[src/madr_pkg.sv]
`timescale 1ns / 1ps
`default_nettype none

package madr_pkg;

  // Widths of the fixed-point sample and the dead band register
  localparam int unsigned SAMPLE_W    = 24;
  localparam int unsigned DEAD_BAND_W = 12;

  // Dead band after reset: about 0.05 in Q11.12
  localparam logic [DEAD_BAND_W-1:0] DEAD_BAND_RESET = 12'd205;

endpackage

`default_nettype wire

[src/madr_div.sv]
`timescale 1ns / 1ps
`default_nettype none

// Divide a signed window sum by the window length, truncating toward zero.
// The division is a multiply by a scaled reciprocal of the constant length;
// the reciprocal is large enough that the quotient of the magnitude is exact.
module madr_div
  import madr_pkg::*;
#(
  parameter int unsigned WINDOW_LEN = 8,
  parameter int unsigned SUM_W      = 27
) (
  input  wire logic signed [SUM_W-1:0]    sum,
  output logic signed [SAMPLE_W-1:0]      quotient
);

  localparam int unsigned IDX_W = $clog2(WINDOW_LEN);
  localparam int unsigned SHIFT = SUM_W + IDX_W;
  localparam int unsigned MUL_W = SUM_W + 2;
  localparam int unsigned PROD_W = SUM_W + MUL_W;
  localparam logic [63:0] RECIP_FULL = ((64'd1 << SHIFT) / 64'(WINDOW_LEN)) + 64'd1;
  localparam logic [MUL_W-1:0] RECIP = RECIP_FULL[MUL_W-1:0];

  logic                    neg;
  logic [SUM_W-1:0]        mag;
  logic [PROD_W-1:0]       prod;
  logic [SAMPLE_W-1:0]     mag_q;

  // Take the magnitude, scale it and restore the sign
  always_comb begin
    neg      = sum[SUM_W-1];
    mag      = neg ? SUM_W'(-sum) : SUM_W'(sum);
    prod     = PROD_W'(mag) * PROD_W'(RECIP);
    mag_q    = prod[SHIFT +: SAMPLE_W];
    quotient = neg ? SAMPLE_W'(-mag_q) : SAMPLE_W'(mag_q);
  end

endmodule

`default_nettype wire

[src/moving_average_deadband_reset_unit.sv]
// Moving average over the last WINDOW_LEN samples with a dead band clear.
// Pipeline: the window state and sum are registered at input accept; the divide of
// the held sum goes into the result register when that register is free.
// Throughput: one item per cycle while out_ready holds; input stays ready while the
// result register drains, the window read is prefetched one slot ahead of the write.
// Reset (rst_n, synchronous): window empty, sum zero, dead band 205, no item held.
`timescale 1ns / 1ps
`default_nettype none

module moving_average_deadband_reset_unit
  import madr_pkg::*;
#(
  parameter int unsigned WINDOW_LEN = 8
) (
  input  wire logic                       clk,
  input  wire logic                       rst_n,
  input  wire logic                       cfg_wr_en,
  input  wire logic [DEAD_BAND_W-1:0]     cfg_wr_data,
  input  wire logic                       in_valid,
  output logic                            in_ready,
  input  wire logic signed [SAMPLE_W-1:0] in_sample,
  output logic                            out_valid,
  input  wire logic                       out_ready,
  output logic signed [SAMPLE_W-1:0]      out_average,
  output logic                            out_was_cleared
);

  localparam int unsigned IDX_W = $clog2(WINDOW_LEN);
  localparam int unsigned SUM_W = SAMPLE_W + IDX_W;
  localparam logic [IDX_W-1:0] LAST_IDX = IDX_W'(WINDOW_LEN - 1);

  logic [DEAD_BAND_W-1:0]      dead_band_r;
  logic signed [SAMPLE_W-1:0]  mem [WINDOW_LEN];
  logic signed [SAMPLE_W-1:0]  old_r;
  logic [WINDOW_LEN-1:0]       valid_r, valid_nxt;
  logic [IDX_W-1:0]            idx_r, idx_nxt;
  logic signed [SUM_W-1:0]     sum_r, sum_nxt;
  logic                        s1_valid_r, s1_clr_r;
  logic                        out_valid_r, out_clr_r;
  logic signed [SAMPLE_W-1:0]  out_avg_r;
  logic signed [SAMPLE_W-1:0]  quotient;

  logic                        accept, adv_out, s1_move, clear;
  logic [IDX_W-1:0]            wr_idx, rd_idx, after_wr;
  logic [SAMPLE_W-1:0]         sample_mag;
  logic signed [SAMPLE_W-1:0]  old_val;

  // Handshake: stage one moves whenever the result register is free
  assign adv_out  = !out_valid_r || out_ready;
  assign s1_move  = s1_valid_r && adv_out;
  assign in_ready = !s1_valid_r || adv_out;
  assign accept   = in_valid && in_ready;

  // Ring positions: the slot written now and the one to prefetch
  always_comb begin
    wr_idx   = (idx_r == LAST_IDX) ? '0 : idx_r + 1'b1;
    after_wr = (wr_idx == LAST_IDX) ? '0 : wr_idx + 1'b1;
    rd_idx   = accept ? after_wr : wr_idx;
  end

  // Dead band test and running sum update
  always_comb begin
    sample_mag = in_sample[SAMPLE_W-1] ? SAMPLE_W'(-in_sample) : SAMPLE_W'(in_sample);
    clear      = sample_mag < SAMPLE_W'(dead_band_r);
    old_val    = valid_r[wr_idx] ? old_r : '0;
    idx_nxt    = idx_r;
    sum_nxt    = sum_r;
    valid_nxt  = valid_r;
    if (accept) begin
      idx_nxt = wr_idx;
      if (clear) begin
        sum_nxt   = '0;
        valid_nxt = '0;
      end else begin
        sum_nxt           = sum_r - SUM_W'(old_val) + SUM_W'(in_sample);
        valid_nxt[wr_idx] = 1'b1;
      end
    end
  end

  // Window memory: write the new item, prefetch the next slot to retire
  always_ff @(posedge clk) begin
    if (accept) begin
      mem[wr_idx] <= in_sample;
    end
    old_r <= mem[rd_idx];
  end

  // Configuration register
  always_ff @(posedge clk) begin
    if (!rst_n) begin
      dead_band_r <= DEAD_BAND_RESET;
    end else if (cfg_wr_en) begin
      dead_band_r <= cfg_wr_data;
    end
  end

  // Window state and stage one
  always_ff @(posedge clk) begin
    if (!rst_n) begin
      idx_r      <= '0;
      sum_r      <= '0;
      valid_r    <= '0;
      s1_valid_r <= 1'b0;
      s1_clr_r   <= 1'b0;
    end else begin
      idx_r   <= idx_nxt;
      sum_r   <= sum_nxt;
      valid_r <= valid_nxt;
      if (accept) begin
        s1_valid_r <= 1'b1;
        s1_clr_r   <= clear;
      end else if (s1_move) begin
        s1_valid_r <= 1'b0;
      end
    end
  end

  // Divide the held sum by the window length
  madr_div #(
    .WINDOW_LEN (WINDOW_LEN),
    .SUM_W      (SUM_W)
  ) u_div (
    .sum      (sum_r),
    .quotient (quotient)
  );

  // Result register
  always_ff @(posedge clk) begin
    if (!rst_n) begin
      out_valid_r <= 1'b0;
    end else if (adv_out) begin
      out_valid_r <= s1_valid_r;
    end
  end

  always_ff @(posedge clk) begin
    if (s1_move) begin
      out_avg_r <= s1_clr_r ? '0 : quotient;
      out_clr_r <= s1_clr_r;
    end
  end

  assign out_valid       = out_valid_r;
  assign out_average     = out_avg_r;
  assign out_was_cleared = out_clr_r;

  // Checks
  a_clear_empties : assert property (@(posedge clk) disable iff (!rst_n)
    accept && clear |=> sum_r == '0 && valid_r == '0)
    else $error("dead band clear left window state behind");

  a_idx_range : assert property (@(posedge clk) disable iff (!rst_n)
    idx_r <= LAST_IDX)
    else $error("ring index beyond window length");

  a_s1_hold : assert property (@(posedge clk) disable iff (!rst_n)
    s1_valid_r && !adv_out |=> s1_valid_r && $stable(sum_r) && $stable(s1_clr_r))
    else $error("stalled stage one lost its item");

  a_cleared_zero : assert property (@(posedge clk) disable iff (!rst_n)
    out_valid_r && out_clr_r |-> out_avg_r == '0)
    else $error("cleared item carries a nonzero average");

endmodule

`default_nettype wire

[config.mk]
export PLATFORM = sky130hd
export DESIGN_NAME = moving_average_deadband_reset_unit
export DESIGN_NICKNAME = d
export VERILOG_FILES = /design/src/madr_pkg.sv /design/src/madr_div.sv /design/src/moving_average_deadband_reset_unit.sv
export SDC_FILE = /design/constraint.sdc
export NUM_CORES = 1
export LEC_CHECK = 0
export BUFFER_PORTS_ARGS = -buffer_cell sky130_fd_sc_hd__buf_2
export CAP_MARGIN = 20
export CORE_ASPECT_RATIO = 1.2
export CORE_UTILIZATION = 50
export DETAILED_ROUTE_END_ITERATION = 16
export PLACE_DENSITY = 0.67
export SETUP_SLACK_MARGIN = 0.5
export SLEW_MARGIN = 10
export SYNTH_ARGS = -nofsm -noshare
export SYNTH_HDL_FRONTEND = slang
export SYNTH_SLANG_ARGS = --single-unit
[constraint.sdc]
create_clock -name clk -period 5.05 [get_ports clk]
set_input_delay 1.01 -clock clk [delete_from_list [all_inputs] [get_ports clk]]
set_output_delay 1.01 -clock clk [all_outputs]
set_load 0.005 [all_outputs]
### Word-level counts from Yosys, hierarchy flattened

Memory sizes are Yosys's and may differ from the RTL's. A register that Yosys moved wholly into a read port is not among the register bits.
Cells that the tools add are included.

* $add $sub $neg: 7
* multipliers: 1
* magnitude comparators: 3
* equality and inequality tests: 2
* mux-type cells: 17
* bitwise logic cells: 1
* reductions and logical operators: 8

Operators by type and width (number)
* $mux 24: 3
* $mul 27x28->54 const B: 1
* $mux 27: 2
* $neg 24->24: 2
* $add 27x24->27: 1
* $neg 27->27: 1
* $sub 27x24->27: 1
* $lt 24x12->1: 1
* $mux 3: 3
* $mux 8: 1
* $or 8x8->8: 1
* $add 3x1->3 const B: 2
* $eq 3x3->1 const B: 2
* $mux 1: 6
* $lt 3x4->1 const B: 1
* $bmux 1 s3: 1
* $demux 1 s3: 1
* $ge 3x1->1 const B: 1
* $logic_and 1x1->1: 3
* $logic_not 1->1: 2
* $logic_or 1x1->1: 2
* $reduce_bool 2->1: 1

* register bits: 78
* bits in writable memories: 192
* bits of input ports: 41
* logic and storage cells: 49
* memories kept: 1

Memories
* mem: words 8, bits a word 24, rd ports 1, clocked after memory_dff 1, write ports 1, line moving_average_deadband_reset_unit.sv:33 `logic signed [SAMPLE_W-1:0] mem [WINDOW_LEN];`

### Longest topological paths before layout

Gate-level depths: netlist (run 1).

* word-level depth: 8
* mapped depth: 21
* gate-level depth less buffers: 20

### By module

A second synthesis (run 1) with hierarchy kept.

* cells, all modules: 1152
* area total of the unflattened synthesis: 14720.4 um2

By module, submodules not included
* moving_average_deadband_reset_unit: instances 1, cells each 995, area an instance 13700.6 um2, sequential area each 8057.7 um2
* madr_div: instances 1, cells each 157, area an instance 1019.7 um2, sequential area each 0.0 um2

### Least setup slack after synthesis (run 1)

No wires, ideal clock.

* path type: reg-to-reg
* from: register idx_r[0]
* to: register sum_r[26]
* library setup time: 0.079 ns
* arrival time: 4.916 ns
* required time: 4.971 ns
* setup slack: 0.055 ns
* stages on the path, launching flop included: 21
* path buffers: 2
* path through: dfxtp_1 ha_1 ha_1 nor2_1 mux4_2 mux2i_1 clkbuf_1 nor2b_1 fa_1 inv_1 ha_1 clkbuf_1 and3_1 o21ai_0 a21oi_1 or3_1 o211ai_1 nor2_1 a211oi_1 nand4_1 o211ai_1

* cells in the longest elaborated chain, start to end: 8

Ends and longest elaborated chain
* start: declaration: line moving_average_deadband_reset_unit.sv:36 `logic [IDX_W-1:0] idx_r, idx_nxt;`
* start signal: assignment: line moving_average_deadband_reset_unit.sv:107 `idx_r <= idx_nxt;`
* $add 3x1->3 / $eq 3x3->1 (equally long branches): line moving_average_deadband_reset_unit.sv:56 `wr_idx = (idx_r == LAST_IDX) ? '0 : idx_r + 1'b1;`
* $mux 3 *: line moving_average_deadband_reset_unit.sv:56
* named net wr_idx[0]: line moving_average_deadband_reset_unit.sv:44 `logic [IDX_W-1:0] wr_idx, rd_idx, after_wr;`
* $bmux 1 s3 *: line moving_average_deadband_reset_unit.sv:65 `old_val = valid_r[wr_idx] ? old_r : '0;`
* $mux 1 (not written as such) *: line moving_average_deadband_reset_unit.sv:65
* $mux 24 *: line moving_average_deadband_reset_unit.sv:65
* $sub 27x24->27 *: line moving_average_deadband_reset_unit.sv:75 `sum_nxt = sum_r - SUM_W'(old_val) + SUM_W'(in_sample);`
* $add 27x24->27 *: line moving_average_deadband_reset_unit.sv:75
* $mux 27 *: line moving_average_deadband_reset_unit.sv:71 `if (clear) begin`
* end signal: assignment: line moving_average_deadband_reset_unit.sv:108 `sum_r <= sum_nxt;`
* end: declaration: line moving_average_deadband_reset_unit.sv:37 `logic signed [SUM_W-1:0] sum_r, sum_nxt;`

Mark *: on every way through the listed nets, which the timed path passes. The rest lies on a longest branch. The select of a mux whose other input is x is not followed.
A chain may end at the register's enable or synchronous reset.

### Worst setup path in the final report (run 1)

* from: register idx_r[1]
* to: register sum_r[24]

* cells in the longest elaborated chain, start to end: 8

Ends and longest elaborated chain (line)
* $eq 3x3->1: moving_average_deadband_reset_unit.sv:56
* $mux 3: moving_average_deadband_reset_unit.sv:56
* named net wr_idx[0]: moving_average_deadband_reset_unit.sv:44
* $bmux 1 s3: moving_average_deadband_reset_unit.sv:65
* $mux 1 (not written as such): moving_average_deadband_reset_unit.sv:65
* $mux 24: moving_average_deadband_reset_unit.sv:65
* $sub 27x24->27: moving_average_deadband_reset_unit.sv:75
* $add 27x24->27: moving_average_deadband_reset_unit.sv:75
* $mux 27: moving_average_deadband_reset_unit.sv:71

The timed path passes the listed nets, and every way through them passes these cells. The select of a mux whose other input is x is not followed.

==> results.yml, run 1 <==
global_route:
  grt_pass1_vias: 9244
  grt_max_degree: 50
  grt_antenna_before_repair: 1
  gr-total-overflow: 0
  grt_pass1_wl_um: 50340
  grt_usage: 0.2186
worst_setup_path:
  cp-endpoint: "sum_r[24]"
  startpoint_type: "flop"
  r2r-end: "sum_r[24]"
  crit_path_end_kind: "flop"
  cp.arrival_ns: 4.90
  reg2reg_slack_ns: 0.61
  crit_start: "idx_r[1]"
  crit_type: "reg2reg"
  critPathMaxFanout: 6
  required_ns: 5.52
  ff2ff_path_depth: 20
  r2r-start: "idx_r[1]"
sta:
  fin_crit_sh: 0.8783
  worst_slack_ns: 0.6143
  slew_headroom: 0.3430
  worstMarginPinSlew_ns: 0.9802
  timing.fmax_ghz: 0.2254
  rsz0062_at_grt: "true"
  finalMaxSlewViolations: 0
  skew_ns: 0.01610
  setup_viol: 0
  fin_crit_ns: 4.436
  hold_viol_final: 0
  fin_setup_tns_ns: 0
clocking:
  cts_buffer_depth: 3
  clock-sinks: 294
  clk_latency_ns: 0.55
  cts.clk_slew.worst_paths_ns: 0.07
  cts_tree: "yes"
  cts_max_level: 1
  cts_root_buf: "clkbuf_16"
  cts_buffers: 29
routing:
  antenna_left: 0
  drt_iter0_drc: 548
  drtPass1Iterations: 5
  wirelength_um: 32280
  drc: 0
  vias: 9331
  routed_via_density: 5.621
  wl_per_cell_um: 19.45
die:
  die_w_um: 158.4
  die_y_um: 189.7
  core_region_area_sq_mm: 0.02884
  num_rows: 68
  io_pins: 68
  dieArea_sq_mm: 0.03005
  start_util: 0.5090
logic_synthesis:
  synth_area_sq_mm: 0.01468
  yosys_most_used_dff: "edfxtp_1"
  synth.avg_cell_area_sq_um: 12.71
  synth_edf_count: 217
  synth_warnings: 0
  syn_nets: 1267
  synthDistinctLibCells: 76
  syn_inst: 1155
  synth_seq_cells: 294
  async_reset_ff_frac: 0
  synth_seq_area_share: 0.5489
placement:
  pre_cts_ws_ns: 0.2379
  dpl.cell_count: 1585
  hpwl_um: 21660
  place.gp.congestion: 0.8759
  place_area_sq_mm: 0.01563
  io_buffers: 67
job:
  maxCapViolations: 0
worst_hold_path:
  min_path_type: "reg2reg"
  hold_depth: 1
pwr:
  power_density_mw_per_mm2: 481.9
  peakVddDrop_mv: 0.2427
  leakagePower_uw: 0.006416
final_layout:
  instances_no_fill: 1660
  syn2layout_area_growth_pct: 17.38
  drive_above_1_share: 0.2622
  layout_commonest_cell: "edfxtp_1"
  final_cell_mix: "edfxtp_1 (217), inv_1 (112), dfxtp_1 (75)"
  final_cell_area_sq_mm: 0.01723
  n_fill_cell: 2264
  nets: 1365
  utilization: 0.5974
status:
  outcome: "complete, no violations"
-- cells in the mapped netlist, types with 22 or more instances --
cell type    n  area, sq um
mux2_2      26        292.8
clkbuf_1    37        138.9
nand3_1     34        170.2
a21oi_1     28        140.1
nor2_1      60        225.2
nor2b_1     43        269.0
inv_1      114        427.9
ha_1        45        563.0
xnor2_1     45        394.1
o21ai_0     25        125.1
fa_1        26        520.5
nor3_1      22        110.1
dfxtp_1     77         1541
edfxtp_1   217         6516
mux4_2      50         1126
nand2_1     69        259.0
-- metrics by stage --
stage                     hold slack, ns  power, uW
after CTS                         0.4700       7930
after detailed placement          0.4530       5601
after floorplan                   0.4064       4985
final                             0.4693       8304
after global placement            0.4507       5552
after global routing              0.4856       8788
-- power breakdown --
group	switching (uW)	internal [uW]	total, uW	leakage [uW]
registers	138	2830	2960	0.00262
logic	1670	1470	3140	0.00331
clock network	890	1310	2200	0.000480
total	2700	5610	8300	0.00642
-- routing by layer --
metal | part of all wire | GRT usage
met3 | 0.044 | 0.02688
met5 | 0 | 0
met4 | 0.029 | 0.06990
met2 | 0.51 | 0.3748
met1 | 0.42 | 0.2872
-- cell families after synthesis --
logic type      synth area share
compound gates           0.08199
xor+xnor                 0.03281
fa+ha+maj                0.07381
buf+inv                  0.04355
flops                     0.5489
mux                       0.1076
simple gates              0.1114
-- how the worst min path moves through the flow --
| stage | startpoint | to | slack [ns] |
|---|---|---|---|
| floorplan | s1_clr_r | out_was_cleared | 0.41 |
| global placement | valid_r[0] | valid_r[0] | 0.45 |
| detailed placement | valid_r[5] | valid_r[5] | 0.45 |
| CTS | valid_r[5] | valid_r[5] | 0.47 |
| global route | valid_r[5] | valid_r[5] | 0.49 |
| finish | valid_r[7] | valid_r[7] | 0.47 |
-- repair_timing --
item                       4_1_cts  5_1_grt
setup endpoints to repair       13       18
gates cloned                     1        2
pin swaps                        4       32
setup buffers                    4       14
resized for setup               20       62
hold buffers                     0        0
-- worst max-delay path: stages, from the launching register on --
cell and delay [ns]:
dfxtp_2 0.34, ha_4 0.16, ha_4 0.17, nor2_4 0.13
mux4_2 0.54, mux2i_4 0.28, buf_6 0.18, buf_16 0.12
nor2b_2 0.04, fa_1 0.49, inv_2 0.05, ha_4 0.22
o21a_1 0.19, o311a_1 0.37, o21ai_2 0.17, a21oi_2 0.07
o211ai_1 0.30, buf_4 0.19, xnor2_1 0.12, nand3_1 0.10
a21boi_1 0.14
-- state kept, by name, indices dropped and copies added (netlist names) --
name and cells:
old_r 24, s1_clr_r 1, out_was_cleared 1, s1_valid_r 1
mem 192, dead_band_r 12, idx_r 3, valid_r 8
out_average 24, sum_r 27, out_valid 1
-- cell type report --
cell class                 instances  area (sq um)  share of cell area
clock inverter                    15         186.4             0.01082
antenna                            1         2.502           0.0001452
timing repair buffer             116         822.0             0.04771
sequential                       294          8060              0.4678
inverter                         115         431.7             0.02505
clock buffer                      37         787.0             0.04567
tap                              385         481.7             0.02796
multi-input combinational        697          6460              0.3749
Power figures use the tool's default switching activity.
==> run 2: changes to the inputs <==
--- a/config.mk
+++ b/config.mk
@@ -5,12 +5,14 @@
 export SDC_FILE = /design/constraint.sdc
 export NUM_CORES = 1
 export LEC_CHECK = 0
+export ABC_AREA = 1
 export BUFFER_PORTS_ARGS = -buffer_cell sky130_fd_sc_hd__buf_2
 export CAP_MARGIN = 20
 export CORE_ASPECT_RATIO = 1.2
 export CORE_UTILIZATION = 50
 export DETAILED_ROUTE_END_ITERATION = 16
-export PLACE_DENSITY = 0.67
+export PLACE_DENSITY = 0.66
+export REMOVE_ABC_BUFFERS = 1
 export SETUP_SLACK_MARGIN = 0.5
 export SLEW_MARGIN = 10
 export SYNTH_ARGS = -nofsm -noshare
==> run 2 against run 1 <==
Effect of this change: register-to-register slack better by 0.11 ns; core utilization down 2.8 points; clock power up 13%; critical endpoint is now sum_r[23]; synthesized cell count up 51%; area after synthesis up 7.9%; non-clock buffer count down 26; sequential share of layout area down 1.5 points; fmax up 2.6%.
==> results.yml, run 2 <==
placement:
  place_area_sq_mm: 0.01662
  io_buffers: 67
  place.gp.congestion: 0.9442
  hpwl_um: 28600
routing:
  wirelength_um: 41540
  wl_per_cell_um: 18.57
  vias: 12280
  routed_via_density: 5.490
  drt_iter0_drc: 1036
  drtPass1Iterations: 5
  antenna_left: 0
  drc: 0
final_layout:
  n_fill_cell: 2819
  biggestRegsByFlops: "mem: 192 flops, sum_r: 27 flops"
  layout_commonest_cell: "nor2_1"
  syn2layout_area_growth_pct: 12.40
  regMostFlops: "mem"
  largest_reg_flops: 192
  final_cell_area_sq_mm: 0.01780
  drive_above_1_share: 0.1482
  nets: 1923
  final_cell_mix: "nor2_1 (261), nand2_1 (258), edfxtp_1 (217)"
logic_synthesis:
  synth_common_cells: "nor2_1 (269), nand2_1 (258), edfxtp_1 (217)"
  synth_seq_cells: 294
  synthDistinctLibCells: 46
  synth_top_cell_area_share: 0.4115
  synth_top_area_cell: "edfxtp_1"
  synth.avg_cell_area_sq_um: 9.055
  synthMostInstantiatedCell: "nor2_1"
  synth_seq_area_share: 0.5088
  syn_inst: 1749
  yosys_most_used_dff: "edfxtp_1"
  synth_area_leaders: "edfxtp_1 (41%), dfxtp_1 (9.7%), nor2_1 (6.4%), nand2_1 (6.1%), inv_1 (4.9%)"
  synth_area_sq_mm: 0.01584
  async_reset_ff_frac: 0
  synth_warnings: 0
  synth_edf_count: 217
global_route:
  grt_usage: 0.2619
  grt_pass1_wl_um: 64450
  grt_antenna_before_repair: 0
  grt_pass1_vias: 11880
  gr-total-overflow: 0
  grt_max_degree: 81
worst_setup_path:
  reg2reg_slack_ns: 0.73
  crit_type: "reg2reg"
  cp.arrival_ns: 4.82
  crit_slowest_cell: "fa_1"
  required_ns: 5.55
  path_cells: "ha_1 > ha_2 > nor2_4 > inv_1 > nor2_1 > and3_1 > a31o_2 > nor2_1 > inv_1 > buf_8 > nor2_1 > fa_1 > inv_1 > ha_1 > nand2_1 > nor2_1 > inv_1 > nor3_2 > nand4_1 > nand3_1 > xor2_1 > nand3_2 > a21oi_1"
  crit_buf_inv: 5
  slowest_delay_ns: 0.48
  crit_path_end_kind: "flop"
  critPathMaxFanout: 21
  path_delay_family: "simple AND/OR/NAND/NOR gates"
  startpoint_type: "flop"
sta:
  finalMaxSlewViolations: 0
  timing.fmax_ghz: 0.2313
  rsz0062_at_grt: "true"
  worstMarginPinSlew_ns: 1.010
  setup_viol: 0
  fin_crit_ns: 4.324
  fin_crit_sh: 0.8562
  skew_ns: 0.01136
  slew_headroom: 0.3256
  hold_viol_final: 0
  fin_setup_tns_ns: 0
pwr:
  power_density_mw_per_mm2: 555.3
  power.total_uw: 9884
  leakagePower_uw: 0.007339
  peakVddDrop_mv: 0.3068
clocking:
  postCtsHoldBufs: 0
  clk_latency_ns: 0.57
  cts_buffer_depth: 3
  cts_max_level: 1
  cts.clk_slew.worst_paths_ns: 0.06
  clock-sinks: 294
  cts_tree: "yes"
  cts_buffers: 30
  cts_root_buf: "clkbuf_16"
die:
  die_y_um: 197.0
  core_region_area_sq_mm: 0.03127
  dieArea_sq_mm: 0.03239
  die_w_um: 164.5
  start_util: 0.5064
  num_rows: 71
  io_pins: 68
status:
  outcome: "complete, no violations"
worst_hold_path:
  min_path_type: "reg2reg"
job:
  maxCapViolations: 0
-- run 2: metal layers --
| layer | up-vias | wire length, um | GRT usage | part of all wire |
|---|---|---|---|---|
| met3 | 83 | 1974 | 0.02462 | 0.048 |
| met2 | 325 | 20460 | 0.4482 | 0.49 |
| met5 | - | 0 | 0 | 0 |
| met1 | 5882 | 17660 | 0.3408 | 0.43 |
| met4 | 0 | 1450 | 0.1033 | 0.035 |
| li1 | 5992 | - | - | - |
-- run 2: path summary, 6_finish.rpt --
path | startpoint | end | cells past startpoint
hold reg to reg | dead_band_r[0] | dead_band_r[0] | 2
hold / removal | dead_band_r[0] | dead_band_r[0] | 2
setup reg to reg | idx_r[0] | sum_r[23] | 23
setup / recovery | idx_r[0] | sum_r[23] | 23
-- run 2: worst reg2reg max path, delay by kind of cell (launching register included) --
kind            cells  cell delay, ns
fa+ha+maj           4            1.28
flops               1            0.35
simple gates       11            1.62
xor+xnor            1            0.22
buf+inv             5            0.56
compound gates      2            0.23
-- run 2: logic make-up after synthesis --
family                     share of synthesized area
muxes                                        0.01707
AOI/OAI and AO/OA                             0.1128
and+or+nand+nor                               0.1980
xor gates and xnor gates                     0.02307
DFF                                           0.5088
buffers and inverters                        0.07182
adders and majority gates                    0.06842
-- run 2: area by class of cell --
type                    instances  area (sq um)  share of cell area
flip-flops and latches        294          8059              0.4528
multi-input cells            1171          6715              0.3773
inverters                     224         840.8             0.04724
clock buffers                  38         800.8             0.04499
repair buffers                 90         573.1             0.03219
well taps                     401         501.7             0.02819
clock inverters                18         306.5             0.01722
diodes                          1         2.502           0.0001406
-- run 2: report_power, final --
group          switching [uW]  leakage (uW)  internal, uW
Combinational            2840       0.00417          1530
Sequential                146       0.00262          2890
Clock                     947      0.000546          1530
Total                    3930       0.00734          5950
-- run 2: through the flow --
step	std cells	worst slack, ns	util	hold slack, ns
floorplan	1689	0.7970	-	0.4292
global placement	2178	0.4872	0.5307	0.4469
global route	2236	0.4863	0.5691	0.4801
finish	2237	0.7261	0.5692	0.4548
CTS	2235	0.5378	0.5670	0.4586
detailed placement	2179	0.4411	0.5315	0.4446
-- run 2: repair_timing --
| item | 4_1_cts | 5_1_grt |
|---|---|---|
| pin swaps | 0 | 1 |
| resized for setup | 1 | 15 |
| buffers inserted | 0 | 0 |
| endpoints found under the setup margin | 4 | 15 |
